**config.mk**
```make
export PLATFORM = sky130hd
export DESIGN_NAME = frame_mean_abs_level_flat
export DESIGN_NICKNAME = d
export VERILOG_FILES = /design/src/rtl/fmal_pkg.sv /design/src/rtl/fmal_ifs.sv /design/src/rtl/fmal_div.sv /design/src/rtl/fmal_datapath.sv /design/src/rtl/fmal_ctrl.sv /design/src/rtl/frame_mean_abs_level.sv /design/src/flat_wrapper.sv
export SDC_FILE = /design/constraint.sdc
export NUM_CORES = 1
export LEC_CHECK = 0
export ABC_AREA = 1
export BUFFER_PORTS_ARGS = -buffer_cell sky130_fd_sc_hd__buf_2
export CAP_MARGIN = 20
export CORE_MARGIN = 2
export CORE_UTILIZATION = 60
export DETAILED_ROUTE_END_ITERATION = 16
export GPL_TIMING_DRIVEN = 0
export PLACE_DENSITY = 0.78
export RECOVER_POWER = 100
export SETUP_SLACK_MARGIN = 0.02
export SLEW_MARGIN = 10
export SYNTH_ARGS = -nofsm -noshare
export SYNTH_HDL_FRONTEND = slang
export SYNTH_SLANG_ARGS = --single-unit
```
**constraint.sdc**
```tcl
create_clock -name clock -period 5.3 [get_ports clock]
set_input_delay 0.795 -clock clock [delete_from_list [all_inputs] [get_ports clock]]
set_output_delay 0.795 -clock clock [all_outputs]
set_load 0.01 [all_outputs]
```
**src/rtl/fmal_pkg.sv**
```systemverilog
package fmal_pkg;

   localparam int LENGTH_BITS_DEF = 24;
   localparam int SAMPLE_W        = 16;
   localparam int LEVEL_W         = 16;
   localparam int FRAME_COUNT_W   = 12;
   localparam int CSR_INDEX_W     = 2;

   localparam logic [FRAME_COUNT_W-1:0] FRAME_COUNT_RESET = 12'd79;

   // register indexes on the configuration port
   localparam logic [CSR_INDEX_W-1:0] REG_REGION_LENGTH  = 2'd0;
   localparam logic [CSR_INDEX_W-1:0] REG_FRAME_COUNT    = 2'd1;
   localparam logic [CSR_INDEX_W-1:0] REG_START_POSITION = 2'd2;

   typedef enum logic [1:0] {
      ST_START,
      ST_SETUP,
      ST_IDLE,
      ST_FRAME
   } state_type;

   // controller -> datapath
   typedef struct packed {
      logic restart;      // reload run state, start frame size divide
      logic set_spf;      // frame size divide finished
      logic take_item;    // accumulate accepted sample
      logic close_frame;  // sample ends a frame, start level divide
      logic emit_zero;    // zero frame size result now
      logic load_level;   // move level divide result to output
   } cmd_type;

   // datapath -> controller
   typedef struct packed {
      logic div_done;
      logic active;       // not finished, frame size nonzero
      logic zero_emit;    // not finished, frame size zero
      logic frame_end;    // next sample completes the frame
      logic out_free;     // output register can load this cycle
   } status_type;

endpackage

```
**src/rtl/fmal_ifs.sv**
```systemverilog
interface fmal_req_if;
   import fmal_pkg::*;
   logic                       valid;
   logic                       ready;
   logic signed [SAMPLE_W-1:0] audio_sample;
   modport source (output valid, output audio_sample, input ready);
   modport sink   (input valid, input audio_sample, output ready);
endinterface

interface fmal_rsp_if #(parameter int POS_W = fmal_pkg::LENGTH_BITS_DEF + 1);
   import fmal_pkg::*;
   logic               valid;
   logic               ready;
   logic [POS_W-1:0]   frame_end_position;
   logic [LEVEL_W-1:0] frame_level;
   logic               final_frame;
   modport source (output valid, output frame_end_position, output frame_level,
                   output final_frame, input ready);
   modport sink   (input valid, input frame_end_position, input frame_level,
                   input final_frame, output ready);
endinterface

interface fmal_csr_if #(parameter int DATA_W = fmal_pkg::LENGTH_BITS_DEF);
   import fmal_pkg::*;
   logic                   valid;
   logic                   ready;
   logic [CSR_INDEX_W-1:0] index;
   logic [DATA_W-1:0]      data;
   modport source (output valid, output index, output data, input ready);
   modport sink   (input valid, input index, input data, output ready);
endinterface

```
**src/rtl/fmal_div.sv**
```systemverilog
module fmal_div #(
   parameter int DEND_W = 40,
   parameter int DIVR_W = 24
) (
   input  logic              clock,
   input  logic              reset,
   input  logic              start,
   input  logic [DEND_W-1:0] dividend,
   input  logic [DIVR_W-1:0] divisor,
   output logic [DEND_W-1:0] quotient,
   output logic              done
);
   localparam int CNT_W = $clog2(DEND_W + 1);

   logic [DEND_W-1:0] quo_ff, quo_in;
   logic [DIVR_W-1:0] rem_ff, rem_in;
   logic [DIVR_W-1:0] dvs_ff, dvs_in;
   logic [CNT_W-1:0]  cnt_ff, cnt_in;
   logic              busy_ff, busy_in;
   logic              done_ff, done_in;
   logic [DIVR_W:0]   trial;
   logic [DIVR_W:0]   diff;

   // restoring divide, one quotient bit per cycle, MSB first
   always_comb begin
      trial   = {rem_ff, quo_ff[DEND_W-1]};
      diff    = trial - {1'b0, dvs_ff};
      quo_in  = quo_ff;
      rem_in  = rem_ff;
      dvs_in  = dvs_ff;
      cnt_in  = cnt_ff;
      busy_in = busy_ff;
      done_in = done_ff;
      if (start) begin
         quo_in  = dividend;
         rem_in  = '0;
         dvs_in  = divisor;
         cnt_in  = '0;
         busy_in = 1'b1;
         done_in = 1'b0;
      end else if (busy_ff) begin
         if (!diff[DIVR_W]) begin
            rem_in = diff[DIVR_W-1:0];
            quo_in = {quo_ff[DEND_W-2:0], 1'b1};
         end else begin
            rem_in = trial[DIVR_W-1:0];
            quo_in = {quo_ff[DEND_W-2:0], 1'b0};
         end
         cnt_in = cnt_ff + CNT_W'(1);
         if (cnt_ff == CNT_W'(DEND_W - 1)) begin
            busy_in = 1'b0;
            done_in = 1'b1;
         end
      end
   end

   always_ff @(posedge clock) begin
      if (reset) begin
         busy_ff <= 1'b0;
         done_ff <= 1'b0;
         cnt_ff  <= '0;
      end else begin
         busy_ff <= busy_in;
         done_ff <= done_in;
         cnt_ff  <= cnt_in;
      end
      quo_ff <= quo_in;
      rem_ff <= rem_in;
      dvs_ff <= dvs_in;
   end

   assign quotient = quo_ff;
   assign done     = done_ff;

endmodule

```
**src/rtl/fmal_datapath.sv**
```systemverilog
module fmal_datapath #(
   parameter int LENGTH_BITS = fmal_pkg::LENGTH_BITS_DEF,
   parameter int CSR_DATA_W  = fmal_pkg::LENGTH_BITS_DEF
) (
   input  logic                                 clock,
   input  logic                                 reset,
   input  fmal_pkg::cmd_type                    cmd,
   output fmal_pkg::status_type                 sts,
   input  logic                                 csr_write,
   input  logic [fmal_pkg::CSR_INDEX_W-1:0]     csr_index,
   input  logic [CSR_DATA_W-1:0]                csr_data,
   input  logic signed [fmal_pkg::SAMPLE_W-1:0] audio_sample,
   output logic                                 rsp_valid,
   input  logic                                 rsp_ready,
   output logic [LENGTH_BITS:0]                 frame_end_position,
   output logic [fmal_pkg::LEVEL_W-1:0]         frame_level,
   output logic                                 final_frame
);
   import fmal_pkg::*;

   localparam int SUM_W  = LENGTH_BITS + SAMPLE_W;
   localparam int POS_W  = LENGTH_BITS + 1;
   localparam int DIVR_W = (LENGTH_BITS > FRAME_COUNT_W) ? LENGTH_BITS : FRAME_COUNT_W;

   logic [LENGTH_BITS-1:0]   region_ff, region_in;
   logic [FRAME_COUNT_W-1:0] fcount_ff, fcount_in;
   logic [LENGTH_BITS-1:0]   start_ff, start_in;

   logic [SUM_W-1:0]         sum_ff, sum_in;
   logic [LENGTH_BITS-1:0]   cnt_ff, cnt_in;
   logic [FRAME_COUNT_W-1:0] frames_ff, frames_in;
   logic [POS_W-1:0]         pos_ff, pos_in;
   logic [LENGTH_BITS-1:0]   spf_ff, spf_in;
   logic                     finished_ff, finished_in;

   logic [POS_W-1:0]         pend_pos_ff, pend_pos_in;
   logic                     pend_final_ff, pend_final_in;

   logic                     out_valid_ff, out_valid_in;
   logic [POS_W-1:0]         out_pos_ff, out_pos_in;
   logic [LEVEL_W-1:0]       out_level_ff, out_level_in;
   logic                     out_final_ff, out_final_in;

   logic [SAMPLE_W-1:0]      raw;
   logic [SAMPLE_W-1:0]      mag;
   logic [SUM_W-1:0]         sum_next;
   logic [FRAME_COUNT_W-1:0] frames_next;
   logic                     final_now;

   logic                     div_start;
   logic [SUM_W-1:0]         div_dend;
   logic [DIVR_W-1:0]        div_dvs;
   logic [SUM_W-1:0]         div_quo;
   logic                     div_done;

   assign raw         = audio_sample;
   assign mag         = raw[SAMPLE_W-1] ? (~raw + SAMPLE_W'(1)) : raw;
   assign sum_next    = sum_ff + SUM_W'(mag);
   assign frames_next = frames_ff + FRAME_COUNT_W'(1);
   assign final_now   = (frames_next == fcount_ff);

   // shared divider: frame size at setup, level at frame end
   assign div_start = cmd.restart | cmd.close_frame;
   assign div_dend  = cmd.restart ? SUM_W'(region_ff) : sum_next;
   assign div_dvs   = cmd.restart ? DIVR_W'(fcount_ff) : DIVR_W'(spf_ff);

   fmal_div #(
      .DEND_W (SUM_W),
      .DIVR_W (DIVR_W)
   ) u_div (
      .clock    (clock),
      .reset    (reset),
      .start    (div_start),
      .dividend (div_dend),
      .divisor  (div_dvs),
      .quotient (div_quo),
      .done     (div_done)
   );

   always_comb begin
      region_in = region_ff;
      fcount_in = fcount_ff;
      start_in  = start_ff;
      if (csr_write) begin
         unique case (csr_index)
            REG_REGION_LENGTH:  region_in = csr_data[LENGTH_BITS-1:0];
            REG_FRAME_COUNT:    fcount_in = csr_data[FRAME_COUNT_W-1:0];
            REG_START_POSITION: start_in  = csr_data[LENGTH_BITS-1:0];
            default: ;
         endcase
      end
   end

   always_comb begin
      sum_in        = sum_ff;
      cnt_in        = cnt_ff;
      frames_in     = frames_ff;
      pos_in        = pos_ff;
      spf_in        = spf_ff;
      finished_in   = finished_ff;
      pend_pos_in   = pend_pos_ff;
      pend_final_in = pend_final_ff;
      out_valid_in  = out_valid_ff;
      out_pos_in    = out_pos_ff;
      out_level_in  = out_level_ff;
      out_final_in  = out_final_ff;

      if (out_valid_ff && rsp_ready) begin
         out_valid_in = 1'b0;
      end

      if (cmd.restart) begin
         sum_in      = '0;
         cnt_in      = '0;
         frames_in   = '0;
         pos_in      = POS_W'(start_ff);
         finished_in = (fcount_ff == '0);
      end

      if (cmd.set_spf) begin
         spf_in = (fcount_ff == '0) ? '0 : div_quo[LENGTH_BITS-1:0];
      end

      if (cmd.take_item) begin
         pos_in = pos_ff + POS_W'(1);
         if (cmd.close_frame) begin
            sum_in        = '0;
            cnt_in        = '0;
            frames_in     = frames_next;
            finished_in   = finished_ff | final_now;
            pend_pos_in   = pos_ff + POS_W'(1);
            pend_final_in = final_now;
         end else begin
            sum_in = sum_next;
            cnt_in = cnt_ff + LENGTH_BITS'(1);
         end
      end

      if (cmd.emit_zero) begin
         frames_in    = frames_next;
         finished_in  = finished_ff | final_now;
         out_valid_in = 1'b1;
         out_pos_in   = pos_ff;
         out_level_in = '0;
         out_final_in = final_now;
      end

      if (cmd.load_level) begin
         out_valid_in = 1'b1;
         out_pos_in   = pend_pos_ff;
         out_level_in = div_quo[LEVEL_W-1:0];
         out_final_in = pend_final_ff;
      end
   end

   always_ff @(posedge clock) begin
      if (reset) begin
         region_ff    <= '0;
         fcount_ff    <= FRAME_COUNT_RESET;
         start_ff     <= '0;
         sum_ff       <= '0;
         cnt_ff       <= '0;
         frames_ff    <= '0;
         pos_ff       <= '0;
         spf_ff       <= '0;
         finished_ff  <= 1'b0;
         out_valid_ff <= 1'b0;
      end else begin
         region_ff    <= region_in;
         fcount_ff    <= fcount_in;
         start_ff     <= start_in;
         sum_ff       <= sum_in;
         cnt_ff       <= cnt_in;
         frames_ff    <= frames_in;
         pos_ff       <= pos_in;
         spf_ff       <= spf_in;
         finished_ff  <= finished_in;
         out_valid_ff <= out_valid_in;
      end
      pend_pos_ff   <= pend_pos_in;
      pend_final_ff <= pend_final_in;
      out_pos_ff    <= out_pos_in;
      out_level_ff  <= out_level_in;
      out_final_ff  <= out_final_in;
   end

   always_comb begin
      sts.div_done  = div_done;
      sts.active    = !finished_ff && (spf_ff != '0);
      sts.zero_emit = !finished_ff && (spf_ff == '0);
      sts.frame_end = ({1'b0, cnt_ff} + (LENGTH_BITS+1)'(1)) >= {1'b0, spf_ff};
      sts.out_free  = !out_valid_ff || rsp_ready;
   end

   assign rsp_valid          = out_valid_ff;
   assign frame_end_position = out_pos_ff;
   assign frame_level        = out_level_ff;
   assign final_frame        = out_final_ff;

endmodule

```
**src/rtl/fmal_ctrl.sv**
```systemverilog
module fmal_ctrl (
   input  logic                 clock,
   input  logic                 reset,
   input  logic                 req_valid,
   input  logic                 csr_write,
   input  fmal_pkg::status_type sts,
   output logic                 req_ready,
   output fmal_pkg::cmd_type    cmd
);
   import fmal_pkg::*;

   state_type state_ff, state_in;
   logic      accept;

   always_comb begin
      state_in = state_ff;
      if (csr_write) begin
         state_in = ST_START;
      end else begin
         unique case (state_ff)
            ST_START: state_in = ST_SETUP;
            ST_SETUP: if (sts.div_done) state_in = ST_IDLE;
            ST_IDLE:  if (accept && sts.active && sts.frame_end) state_in = ST_FRAME;
            ST_FRAME: if (sts.div_done && sts.out_free) state_in = ST_IDLE;
            default:  state_in = ST_START;
         endcase
      end
   end

   always_comb begin
      req_ready       = (state_ff == ST_IDLE) && (!sts.zero_emit || sts.out_free);
      accept          = req_valid && req_ready;
      cmd.restart     = (state_ff == ST_START);
      cmd.set_spf     = (state_ff == ST_SETUP) && sts.div_done;
      cmd.take_item   = accept && sts.active;
      cmd.close_frame = accept && sts.active && sts.frame_end;
      cmd.emit_zero   = accept && sts.zero_emit;
      cmd.load_level  = (state_ff == ST_FRAME) && sts.div_done && sts.out_free;
   end

   always_ff @(posedge clock) begin
      if (reset) begin
         state_ff <= ST_START;
      end else begin
         state_ff <= state_in;
      end
   end

endmodule

```
**src/rtl/frame_mean_abs_level.sv**
```systemverilog
// Frame mean absolute level.
// req_bus carries one signed 16-bit sample per transfer; rsp_bus carries one
// result per finished frame: position after the frame, truncated mean of
// |sample| over the frame, and a flag on the last configured frame.
// csr_bus writes region_length (0), frame_count (1), start_position (2);
// it is always ready and any write to a known index restarts the run.
// Index 3 is accepted and dropped.
// After reset or a restart the frame size (region_length / frame_count) is
// computed on the shared radix-2 divider with req_bus.ready low.
// Throughput: one sample per cycle inside a frame. The sample that closes
// a frame starts a level divide on the same divider; the result loads the
// output register once the divide is done and that register is free, and the
// next sample is taken the cycle after the result loads the output register.
// With a zero frame size each sample yields a level 0 result in the next cycle.
// The output register holds a result until rsp_bus transfers it; a stalled
// receiver stops input only when a new result must load behind it.
// After the last frame samples are taken and dropped.
module frame_mean_abs_level #(
   parameter int LENGTH_BITS = fmal_pkg::LENGTH_BITS_DEF
) (
   input  logic        clock,
   input  logic        reset,
   fmal_req_if.sink    req_bus,
   fmal_rsp_if.source  rsp_bus,
   fmal_csr_if.sink    csr_bus
);
   import fmal_pkg::*;

   localparam int CSR_DATA_W = (LENGTH_BITS > FRAME_COUNT_W) ? LENGTH_BITS : FRAME_COUNT_W;

   cmd_type    cmd;
   status_type sts;
   logic       csr_write;
   logic       csr_restart;

   assign csr_bus.ready = 1'b1;
   assign csr_write     = csr_bus.valid && csr_bus.ready;
   // only a transfer to one of the three registers restarts the run
   assign csr_restart   = csr_write && (csr_bus.index == REG_REGION_LENGTH
                                        || csr_bus.index == REG_FRAME_COUNT
                                        || csr_bus.index == REG_START_POSITION);

   // sequencer: setup divide, sample intake, level divide
   fmal_ctrl u_ctrl (
      .clock     (clock),
      .reset     (reset),
      .req_valid (req_bus.valid),
      .csr_write (csr_restart),
      .sts       (sts),
      .req_ready (req_bus.ready),
      .cmd       (cmd)
   );

   // config registers, accumulator, counters, divider, output register
   fmal_datapath #(
      .LENGTH_BITS (LENGTH_BITS),
      .CSR_DATA_W  (CSR_DATA_W)
   ) u_dp (
      .clock              (clock),
      .reset              (reset),
      .cmd                (cmd),
      .sts                (sts),
      .csr_write          (csr_write),
      .csr_index          (csr_bus.index),
      .csr_data           (csr_bus.data[CSR_DATA_W-1:0]),
      .audio_sample       (req_bus.audio_sample),
      .rsp_valid          (rsp_bus.valid),
      .rsp_ready          (rsp_bus.ready),
      .frame_end_position (rsp_bus.frame_end_position),
      .frame_level        (rsp_bus.frame_level),
      .final_frame        (rsp_bus.final_frame)
   );

   // a register write always stops intake until the frame size is recomputed
   assert property (@(posedge clock) disable iff (reset)
      csr_restart |=> !req_bus.ready)
      else $error("input ready right after a config transfer");

   // a frame-closing sample holds off the next one while the divide runs
   assert property (@(posedge clock) disable iff (reset)
      cmd.close_frame |=> !req_bus.ready)
      else $error("input ready during level divide");

   // a zero frame size sample shows its result in the next cycle
   assert property (@(posedge clock) disable iff (reset)
      cmd.emit_zero |=> rsp_bus.valid)
      else $error("zero frame size result missing");

   // a level result only loads when the output register can take it
   assert property (@(posedge clock) disable iff (reset)
      (rsp_bus.valid && !rsp_bus.ready && !cmd.load_level && !cmd.emit_zero)
         |=> $stable(rsp_bus.frame_level))
      else $error("pending result overwritten");

endmodule

```
**src/flat_wrapper.sv**
```systemverilog
// flat-port wrapper written by rule: the top's interface ports become plain ports
module frame_mean_abs_level_flat import fmal_pkg::*;
#(
   parameter int LENGTH_BITS = fmal_pkg::LENGTH_BITS_DEF
)
  (clock, reset, req_bus_valid, req_bus_audio_sample, req_bus_ready, rsp_bus_valid, rsp_bus_frame_end_position, rsp_bus_frame_level, rsp_bus_final_frame, rsp_bus_ready, csr_bus_valid, csr_bus_index, csr_bus_data, csr_bus_ready);
  fmal_req_if req_bus_i ();
  fmal_rsp_if #(.POS_W(((LENGTH_BITS_DEF) + 1))) rsp_bus_i ();
  fmal_csr_if #(.DATA_W((LENGTH_BITS_DEF))) csr_bus_i ();
  input  logic clock;
  input  logic reset;
  input wire logic [$bits(req_bus_i.valid)-1:0] req_bus_valid;
  input wire logic [$bits(req_bus_i.audio_sample)-1:0] req_bus_audio_sample;
  output wire logic [$bits(req_bus_i.ready)-1:0] req_bus_ready;
  output wire logic [$bits(rsp_bus_i.valid)-1:0] rsp_bus_valid;
  output wire logic [$bits(rsp_bus_i.frame_end_position)-1:0] rsp_bus_frame_end_position;
  output wire logic [$bits(rsp_bus_i.frame_level)-1:0] rsp_bus_frame_level;
  output wire logic [$bits(rsp_bus_i.final_frame)-1:0] rsp_bus_final_frame;
  input wire logic [$bits(rsp_bus_i.ready)-1:0] rsp_bus_ready;
  input wire logic [$bits(csr_bus_i.valid)-1:0] csr_bus_valid;
  input wire logic [$bits(csr_bus_i.index)-1:0] csr_bus_index;
  input wire logic [$bits(csr_bus_i.data)-1:0] csr_bus_data;
  output wire logic [$bits(csr_bus_i.ready)-1:0] csr_bus_ready;
  assign req_bus_i.valid = req_bus_valid;
  assign req_bus_i.audio_sample = req_bus_audio_sample;
  assign req_bus_ready = req_bus_i.ready;
  assign rsp_bus_valid = rsp_bus_i.valid;
  assign rsp_bus_frame_end_position = rsp_bus_i.frame_end_position;
  assign rsp_bus_frame_level = rsp_bus_i.frame_level;
  assign rsp_bus_final_frame = rsp_bus_i.final_frame;
  assign rsp_bus_i.ready = rsp_bus_ready;
  assign csr_bus_i.valid = csr_bus_valid;
  assign csr_bus_i.index = csr_bus_index;
  assign csr_bus_i.data = csr_bus_data;
  assign csr_bus_ready = csr_bus_i.ready;
  frame_mean_abs_level #(.LENGTH_BITS(LENGTH_BITS)) u_core (.clock(clock), .reset(reset), .req_bus(req_bus_i), .rsp_bus(rsp_bus_i), .csr_bus(csr_bus_i));
endmodule
```
==> results of run 1 <==
[Yosys cell counts, types with 9 or more instances]
master,instances
nand2_1,857
inv_1,304
nor2_1,284
dfxtp_1,221
a21oi_1,205
nand3_1,144
o21ai_0,135
edfxtp_1,132
ha_1,70
xor2_1,68
clkbuf_1,60
nor3_1,38
nand4_1,36
xnor2_1,32
a31oi_1,20
buf_2,17
nand3b_1,16
nor4_1,9
[stage by stage]
step           cell area, µm²  utilization (%)  power (mW)
6_report                21770            67.07       6.072
5_1_grt                 21770            67.07       6.246
4_1_cts                 21950            67.63       6.075
3_5_place_dp            20730            63.86       3.491
3_3_place_gp            20680            63.73       3.477
2_1_floorplan           19690                -       3.319
[sequential cells by signal, indices dropped and copies added, names as in the netlist]
signal / cells
u_core.u_dp.sum_ff: 40
u_core.u_dp.u_div.quotient: 40
u_core.u_dp.spf_ff: 24
u_core.u_dp.u_div.rem_ff: 24
u_core.u_dp.start_ff: 24
u_core.u_dp.u_div.dvs_ff: 24
u_core.u_dp.cnt_ff: 24
u_core.u_dp.region_ff: 24
u_core.u_ctrl.state_ff: 2
u_core.u_dp.u_div.busy_ff: 1
u_core.u_dp.final_frame: 1
u_core.u_dp.finished_ff: 1
u_core.u_dp.frame_level: 16
u_core.u_dp.pos_ff: 25
u_core.u_dp.u_div.cnt_ff: 6
u_core.u_dp.u_div.done: 1
u_core.u_dp.frames_ff: 12
u_core.u_dp.pend_final_ff: 1
u_core.u_dp.frame_end_position: 25
u_core.u_dp.fcount_ff: 12
u_core.u_dp.rsp_valid: 1
u_core.u_dp.pend_pos_ff: 25
[layout by cell type, fill, tap and decap left out, types with 3 or more instances in the layout]
master and instances:
a21o_1 3, a21oi_1 206, a31oi_1 20, and2_1 3, buf_1 3, buf_2 51
buf_6 6, clkbuf_1 133, clkbuf_16 39, clkbuf_8 6, clkinv_1 5, clkinv_2 6
dfxtp_1 221, edfxtp_1 132, ha_1 70, inv_1 306, nand2_1 861, nand3_1 144
nand3b_1 16, nand4_1 37, nor2_1 289, nor3_1 39, nor4_1 9, o211ai_1 5
o21ai_0 135, o21bai_1 5, o22ai_1 7, or2_2 4, xnor2_1 32, xor2_1 68
[layer usage]
layer	GRT usage [%]	part of all wire (%)	vias up
li1	-	-	9062
met1	43.78	43	8535
met2	54.53	46	678
met3	4.758	7.3	134
met4	12.44	3.7	0
met5	0	0	-
[power breakdown]
group          switching (mW)  internal (mW)  total, mW
Sequential             0.0548           2.90       2.95
Combinational           0.346          0.146      0.492
Clock                    1.12           1.51       2.63
Total                    1.53           4.55       6.07
[layout make-up]
class	count	area, µm²	area share [%]
buffer	93	409.1	1.880
multi-input combinational	1971	9614	44.17
sequential	353	8388	38.54
timing repair buffer	91	411.6	1.891
clock buffer	57	1104	5.070
clock inverter	14	118.9	0.5461
tap	442	553.0	2.541
inverter	311	1167	5.363
[worst reg2reg max path, stage by stage, from the launching register on]
cell      delay, ns
dfxtp_1        0.50
nand3_1        0.23
nor2_1         0.30
nand3_1        0.17
or2_2          0.33
nor2_1         0.19
nand2_1        0.10
xor2_1         0.13
inv_1          0.09
ha_1           0.27
nand2_1        0.08
inv_1          0.05
nand2_1        0.06
nand2_1        0.06
a21oi_1        0.13
nand2_1        0.07
a21oi_1        0.21
nand3_4        0.15
a21oi_1        0.36
clkbuf_1       0.71
nand2_1        0.25
nand2_1        0.15
[how the worst min path moves through the flow]
stage,startpoint,endpoint,cells after the start
after floorplan,u_core.u_dp.start_ff[10],u_core.u_dp.start_ff[10],2
after global placement,u_core.u_dp.start_ff[11],u_core.u_dp.start_ff[11],2
after detailed placement,u_core.u_dp.start_ff[14],u_core.u_dp.start_ff[14],2
after CTS,u_core.u_dp.start_ff[14],u_core.u_dp.start_ff[14],2
after global routing,u_core.u_dp.start_ff[14],u_core.u_dp.start_ff[14],2
final,u_core.u_dp.start_ff[9],u_core.u_dp.start_ff[9],2
[cell families after synthesis]
logic type | share of synthesized area [%]
adder cells (fa/ha/maj) | 4.653
other | 0.01905
AO/OA/AOI/OAI | 10.16
multiplexers | 0.05085
AND/OR/NAND/NOR | 29.77
buffers and inverters | 8.174
flip-flops | 42.61
XOR/XNOR | 4.564
==> impl_metrics.toml, run 1 <==
[clock_tree]
hold_buffers = 0
cts_buffers = 39
root_buffer = "clkbuf_16"
cts-htree-levels = 2
cts_tree = "done"
cts_sinks = 353
postCtsSetupRepairBufs = 0
cts_resized = 0
clockBufferDepth = 3
clk_latency_ns = 0.54
clkTransAtPathRegs_ns = 0.06

[power_and_ir_drop]
peakVddDrop_v = 0.0002584
p_leak_nw = 9.300
p_per_area_mw_per_mm2 = 279.0

[synth]
ys_seq_area_share_pct = 42.61
synth_edf_count = 132
syn_avg_cell_area_um2 = 7.216
yosys-top-cells-area = "dfxtp_1 (22%), edfxtp_1 (20%), nand2_1 (16%)"
ys_ff_latch = 353
synth_ff_type = "dfxtp_1"
synth_top_cell_area_share_pct = 22.48
async_flop_share_pct = 0
mappedNetlistNets = 2847
yosysUniqueCellTypes = 44
netlist_instances = 2728
syn_area_mm2 = 0.01969
yosysTopAreaCell = "dfxtp_1"
ys_warn_count = 0

[critical_path]
cp.arrival_ns = 5.12
critical_path.startpoint_type = "flip-flop"
required_ns = 5.68
worstReg2RegEnd = "u_core.u_dp.u_div.quotient[24]"
cp_max_fo = 10
end_kind = "flip-flop"
ff2ff_setup_slack_ns = 0.56
cp.depth = 21
cpPeakStageDelay_ns = 0.71
startpoint = "u_core.u_dp.cnt_ff[0]"
worstReg2RegStart = "u_core.u_dp.cnt_ff[0]"
path_buf_inv = 3
r2r_cells = 21
cp_common_cell = "nand2_1"
criticalPathCategory = "reg -> reg"
worst_path_max_delay_cell = "clkbuf_1"
crit_chain = "nand3_1, nor2_1, nand3_1, or2_2, nor2_1, nand2_1, xor2_1, inv_1, ha_1, nand2_1, inv_1, nand2_1, nand2_1, a21oi_1, nand2_1, a21oi_1, nand3_4, a21oi_1, clkbuf_1, nand2_1, nand2_1"
crit_end = "u_core.u_dp.u_div.quotient[24]"
critPathTopFamily = "simple AND/OR/NAND/NOR gates"

[floorplan]
rows = 66
die_w_um = 185.1
dieArea_mm2 = 0.03427
ios = 92
die_h_um = 185.1
coreArea_mm2 = 0.03245
start_util_pct = 60.66

[status]
status = "complete, but fails checks"
violations = "capacitance limit, slew limit"

[final_layout]
antenna_cells = 0
final_nets = 2979
fillerInstances = 2863
drive_gt1_share_pct = 4.637
area_growth_pct = 10.57
fin_cells = 3332

[grt]
grt_max_degree = 40
first_global_vias = 17210
antenna_found_initial = 1
grt-ovfl-total = 0
gr-usage-all-layers_pct = 32.93
grt_first_pass_wirelength_mm = 88.62

[drt]
ant_nets = 0
drt_pass1_iterations = 6
routed_via_density = 5.525
vias = 18410
drc = 0
drt_iter0_drc = 1618
wire_per_inst_um = 16.82
wl_mm = 56.04

[timing]
skew_ns = 0.02981
tightest_slew_ns = 1.596
slew_headroom_pct = -6.410
slew_viol_final = 28
fin_crit_sh_pct = 89.37
holdWs_ns = 0.4462
period_minus_slack_ns = 4.737
fmax_mhz = 211.1
finalSetupTns_ns = 0
setup_ws_ns = 0.5632
setup_viol = 0
hold_viol = 0
rsz0062_at_grt = "false"

[placement]
place_ws_ns = 0.8646
dpl.hpwl_mm = 42.92
dp_cells = 3261
gp_congestion = 0.9733
io_buffers = 89

[hold_path]
hold_class = "reg -> reg"

[run]
maxCapViolCount = 1
Note: power is estimated with default switching activity, not from simulation.
==> inputs of run 2 (changes only) <==
- ABC_AREA: 1 -> unset
==> impl_metrics.toml, run 2 <==
[status]
status = "complete, but fails checks"
violations = "capacitance limit, slew limit"

[synth]
yosys-top-cells-count = "nand2_1 (285), dfxtp_1 (221), a21oi_1 (195)"
mappedNetlistNets = 2228
syn_area_mm2 = 0.01883
ys_seq_area_share_pct = 44.56
ys_ff_latch = 353
yosys-top-cells-area = "dfxtp_1 (24%), edfxtp_1 (21%), nand2_1 (5.7%)"
synth_top_cell_area_share_pct = 23.50
netlist_instances = 2109
ys_warn_count = 0
yosysUniqueCellTypes = 88
syn_avg_cell_area_um2 = 8.926
yosysTopAreaCell = "dfxtp_1"
synth_ff_type = "dfxtp_1"
yosysMostFrequentCell = "nand2_1"
synth_edf_count = 132
async_flop_share_pct = 0

[grt]
gr-usage-all-layers_pct = 34.09
antenna_found_initial = 2
grt_first_pass_wirelength_mm = 88.04
grt-ovfl-total = 0
first_global_vias = 15830
grt_max_degree = 36

[timing]
setup_viol = 0
slew_headroom_pct = -14.66
skew_ns = 0.01602
fin_crit_sh_pct = 94.78
holdWs_ns = 0.4609
slew_viol_final = 29
tightest_slew_ns = 1.720
period_minus_slack_ns = 5.023
fmax_mhz = 199.1
rsz0062_at_grt = "false"
setup_ws_ns = 0.2767
finalSetupTns_ns = 0
hold_viol = 0

[placement]
dp_cells = 2596
dpl.hpwl_mm = 42.20
place_ws_ns = -0.1401
placed_area_mm2 = 0.01981
io_buffers = 89
gp_congestion = 1.011

[clock_tree]
root_buffer = "clkbuf_16"
cts_tree = "done"
hold_buffers = 0
cts_buffers = 39
clkTransAtPathRegs_ns = 0.06
clockBufferDepth = 3
clk_latency_ns = 0.53
cts_sinks = 353
cts-htree-levels = 2

[critical_path]
critical_path.startpoint_type = "flip-flop"
end_kind = "flip-flop"
cp.arrival_ns = 5.50
cp_max_fo = 10
criticalPathCategory = "reg -> reg"
ff2ff_setup_slack_ns = 0.28
r2r_cells = 17
worstReg2RegEnd = "u_core.u_dp.cnt_ff[15]"
worstReg2RegStart = "u_core.u_dp.cnt_ff[0]"
required_ns = 5.77

[final_layout]
final_nets = 2363
final_util_pct = 68.62
stdcell_area_mm2 = 0.02110
area_growth_pct = 12.08
fin_cells = 2674
fillerInstances = 2553
drive_gt1_share_pct = 8.220
final_common_cell = "nand2_1"
final_cell_mix = "nand2_1 (285), dfxtp_1 (221), a21oi_1 (195)"

[floorplan]
dieArea_mm2 = 0.03281
start_util_pct = 61.22
rows = 64
coreArea_mm2 = 0.03075
ios = 92
die_w_um = 181.1
die_h_um = 181.1

[drt]
drc = 0
vias = 16940
drt_iter0_drc = 1869
routed_via_density = 6.337
wire_per_inst_um = 21.37
drt_pass1_iterations = 7
wl_mm = 57.15
ant_nets = 0

[power_and_ir_drop]
peakVddDrop_v = 0.0002196
total_power_mw = 6.547
p_per_area_mw_per_mm2 = 310.3
p_leak_nw = 7.709

[run]
maxCapViolCount = 1

[hold_path]
worstHoldStart = "u_core.u_dp.start_ff[23]"
hold_class = "reg -> reg"
whs_path_depth = 2
hold_end = "u_core.u_dp.start_ff[23]"
==> run 2: cell types whose count changed in the layout (fill, tap and decap cells not counted), moves of 34 or more <==
cell      before  now
nand2_1      861  285
xnor2_1       32   81
nor2_1       289  141
a311oi_1       0   34
nand3_1      144  102
inv_1        306   89
==> run 2: kinds of logic after synthesis <==
kind of cell | Yosys count | synth area share (%)
AND/OR/NAND/NOR | 787 | 20.18
AO/OA/AOI/OAI | 517 | 17.63
adder cells (fa/ha/maj) | 72 | 4.865
multiplexers | 44 | 2.519
flip-flops | 353 | 44.56
XOR/XNOR | 122 | 5.676
buffers and inverters | 213 | 4.559
other | 1 | 0.01992
==> run 2: report_power, final <==
part / internal (mW) / switching, mW
combinational: 0.279 / 0.480
sequential: 2.89 / 0.0647
clock: 1.69 / 1.14
==> run 2: worst max path at each step <==
stage / start / to / slack (ns) / cells after the start
floorplan: req_bus_audio_sample[7] / u_core.u_dp.u_div.quotient[28] / 0.79 / 17
global placement: u_core.u_dp.cnt_ff[0] / u_core.u_dp.u_div.quotient[31] / -0.56 / 15
detailed placement: u_core.u_dp.cnt_ff[0] / u_core.u_dp.u_div.rem_ff[22] / -0.14 / 16
CTS: u_core.u_dp.cnt_ff[0] / u_core.u_dp.u_div.quotient[28] / 0.14 / 16
global route: u_core.u_dp.cnt_ff[0] / u_core.u_dp.u_div.quotient[23] / 0.06 / 17
finish: u_core.u_dp.cnt_ff[0] / u_core.u_dp.cnt_ff[15] / 0.28 / 17
==> run 2: critical path, cell delays in order (launching register included) <==
cell and delay (ns):
dfxtp_1 0.50, nand2_1 0.16, nor3_2 0.40, nand3_1 0.28
or2_2 0.35, clkbuf_1 0.18, nor2_1 0.14, xor2_1 0.24
ha_1 0.29, nand4_1 0.15, nor4_1 0.09, a21boi_1 0.16
o41ai_4 0.51, and4_1 0.39, buf_2 0.29, clkbuf_1 0.53
a22oi_1 0.18, nor2_1 0.12
==> run 2: per-layer routing <==
metal	vias up	share of wire, %	track usage [%]
li1	7866	-	-
met1	7983	40	44.94
met3	163	9.6	5.160
met2	930	46	54.91
met4	2	5.0	16.98
met5	-	0.0070	0
==> run 2: cell type report <==
| type | instances | area, µm² | area share [%] |
|---|---|---|---|
| timing repair buffer | 93 | 422.9 | 2.004 |
| sequential | 353 | 8388 | 39.75 |
| buffer | 123 | 524.3 | 2.485 |
| timing repair inverter | 1 | 7.507 | 0.03558 |
| inverter | 90 | 339.1 | 1.607 |
| tap | 396 | 495.5 | 2.348 |
| antenna | 3 | 7.507 | 0.03558 |
| clock buffer | 51 | 1084 | 5.135 |
| clock inverter | 21 | 242.7 | 1.150 |
| multi-input combinational | 1543 | 9589 | 45.45 |
==> run 2: timing repair <==
item | in CTS | in global routing
gates resized for setup | 4 | 9
gates cloned | 1 | 0
setup buffers | 0 | 2
endpoints found under the setup margin | 26 | 82
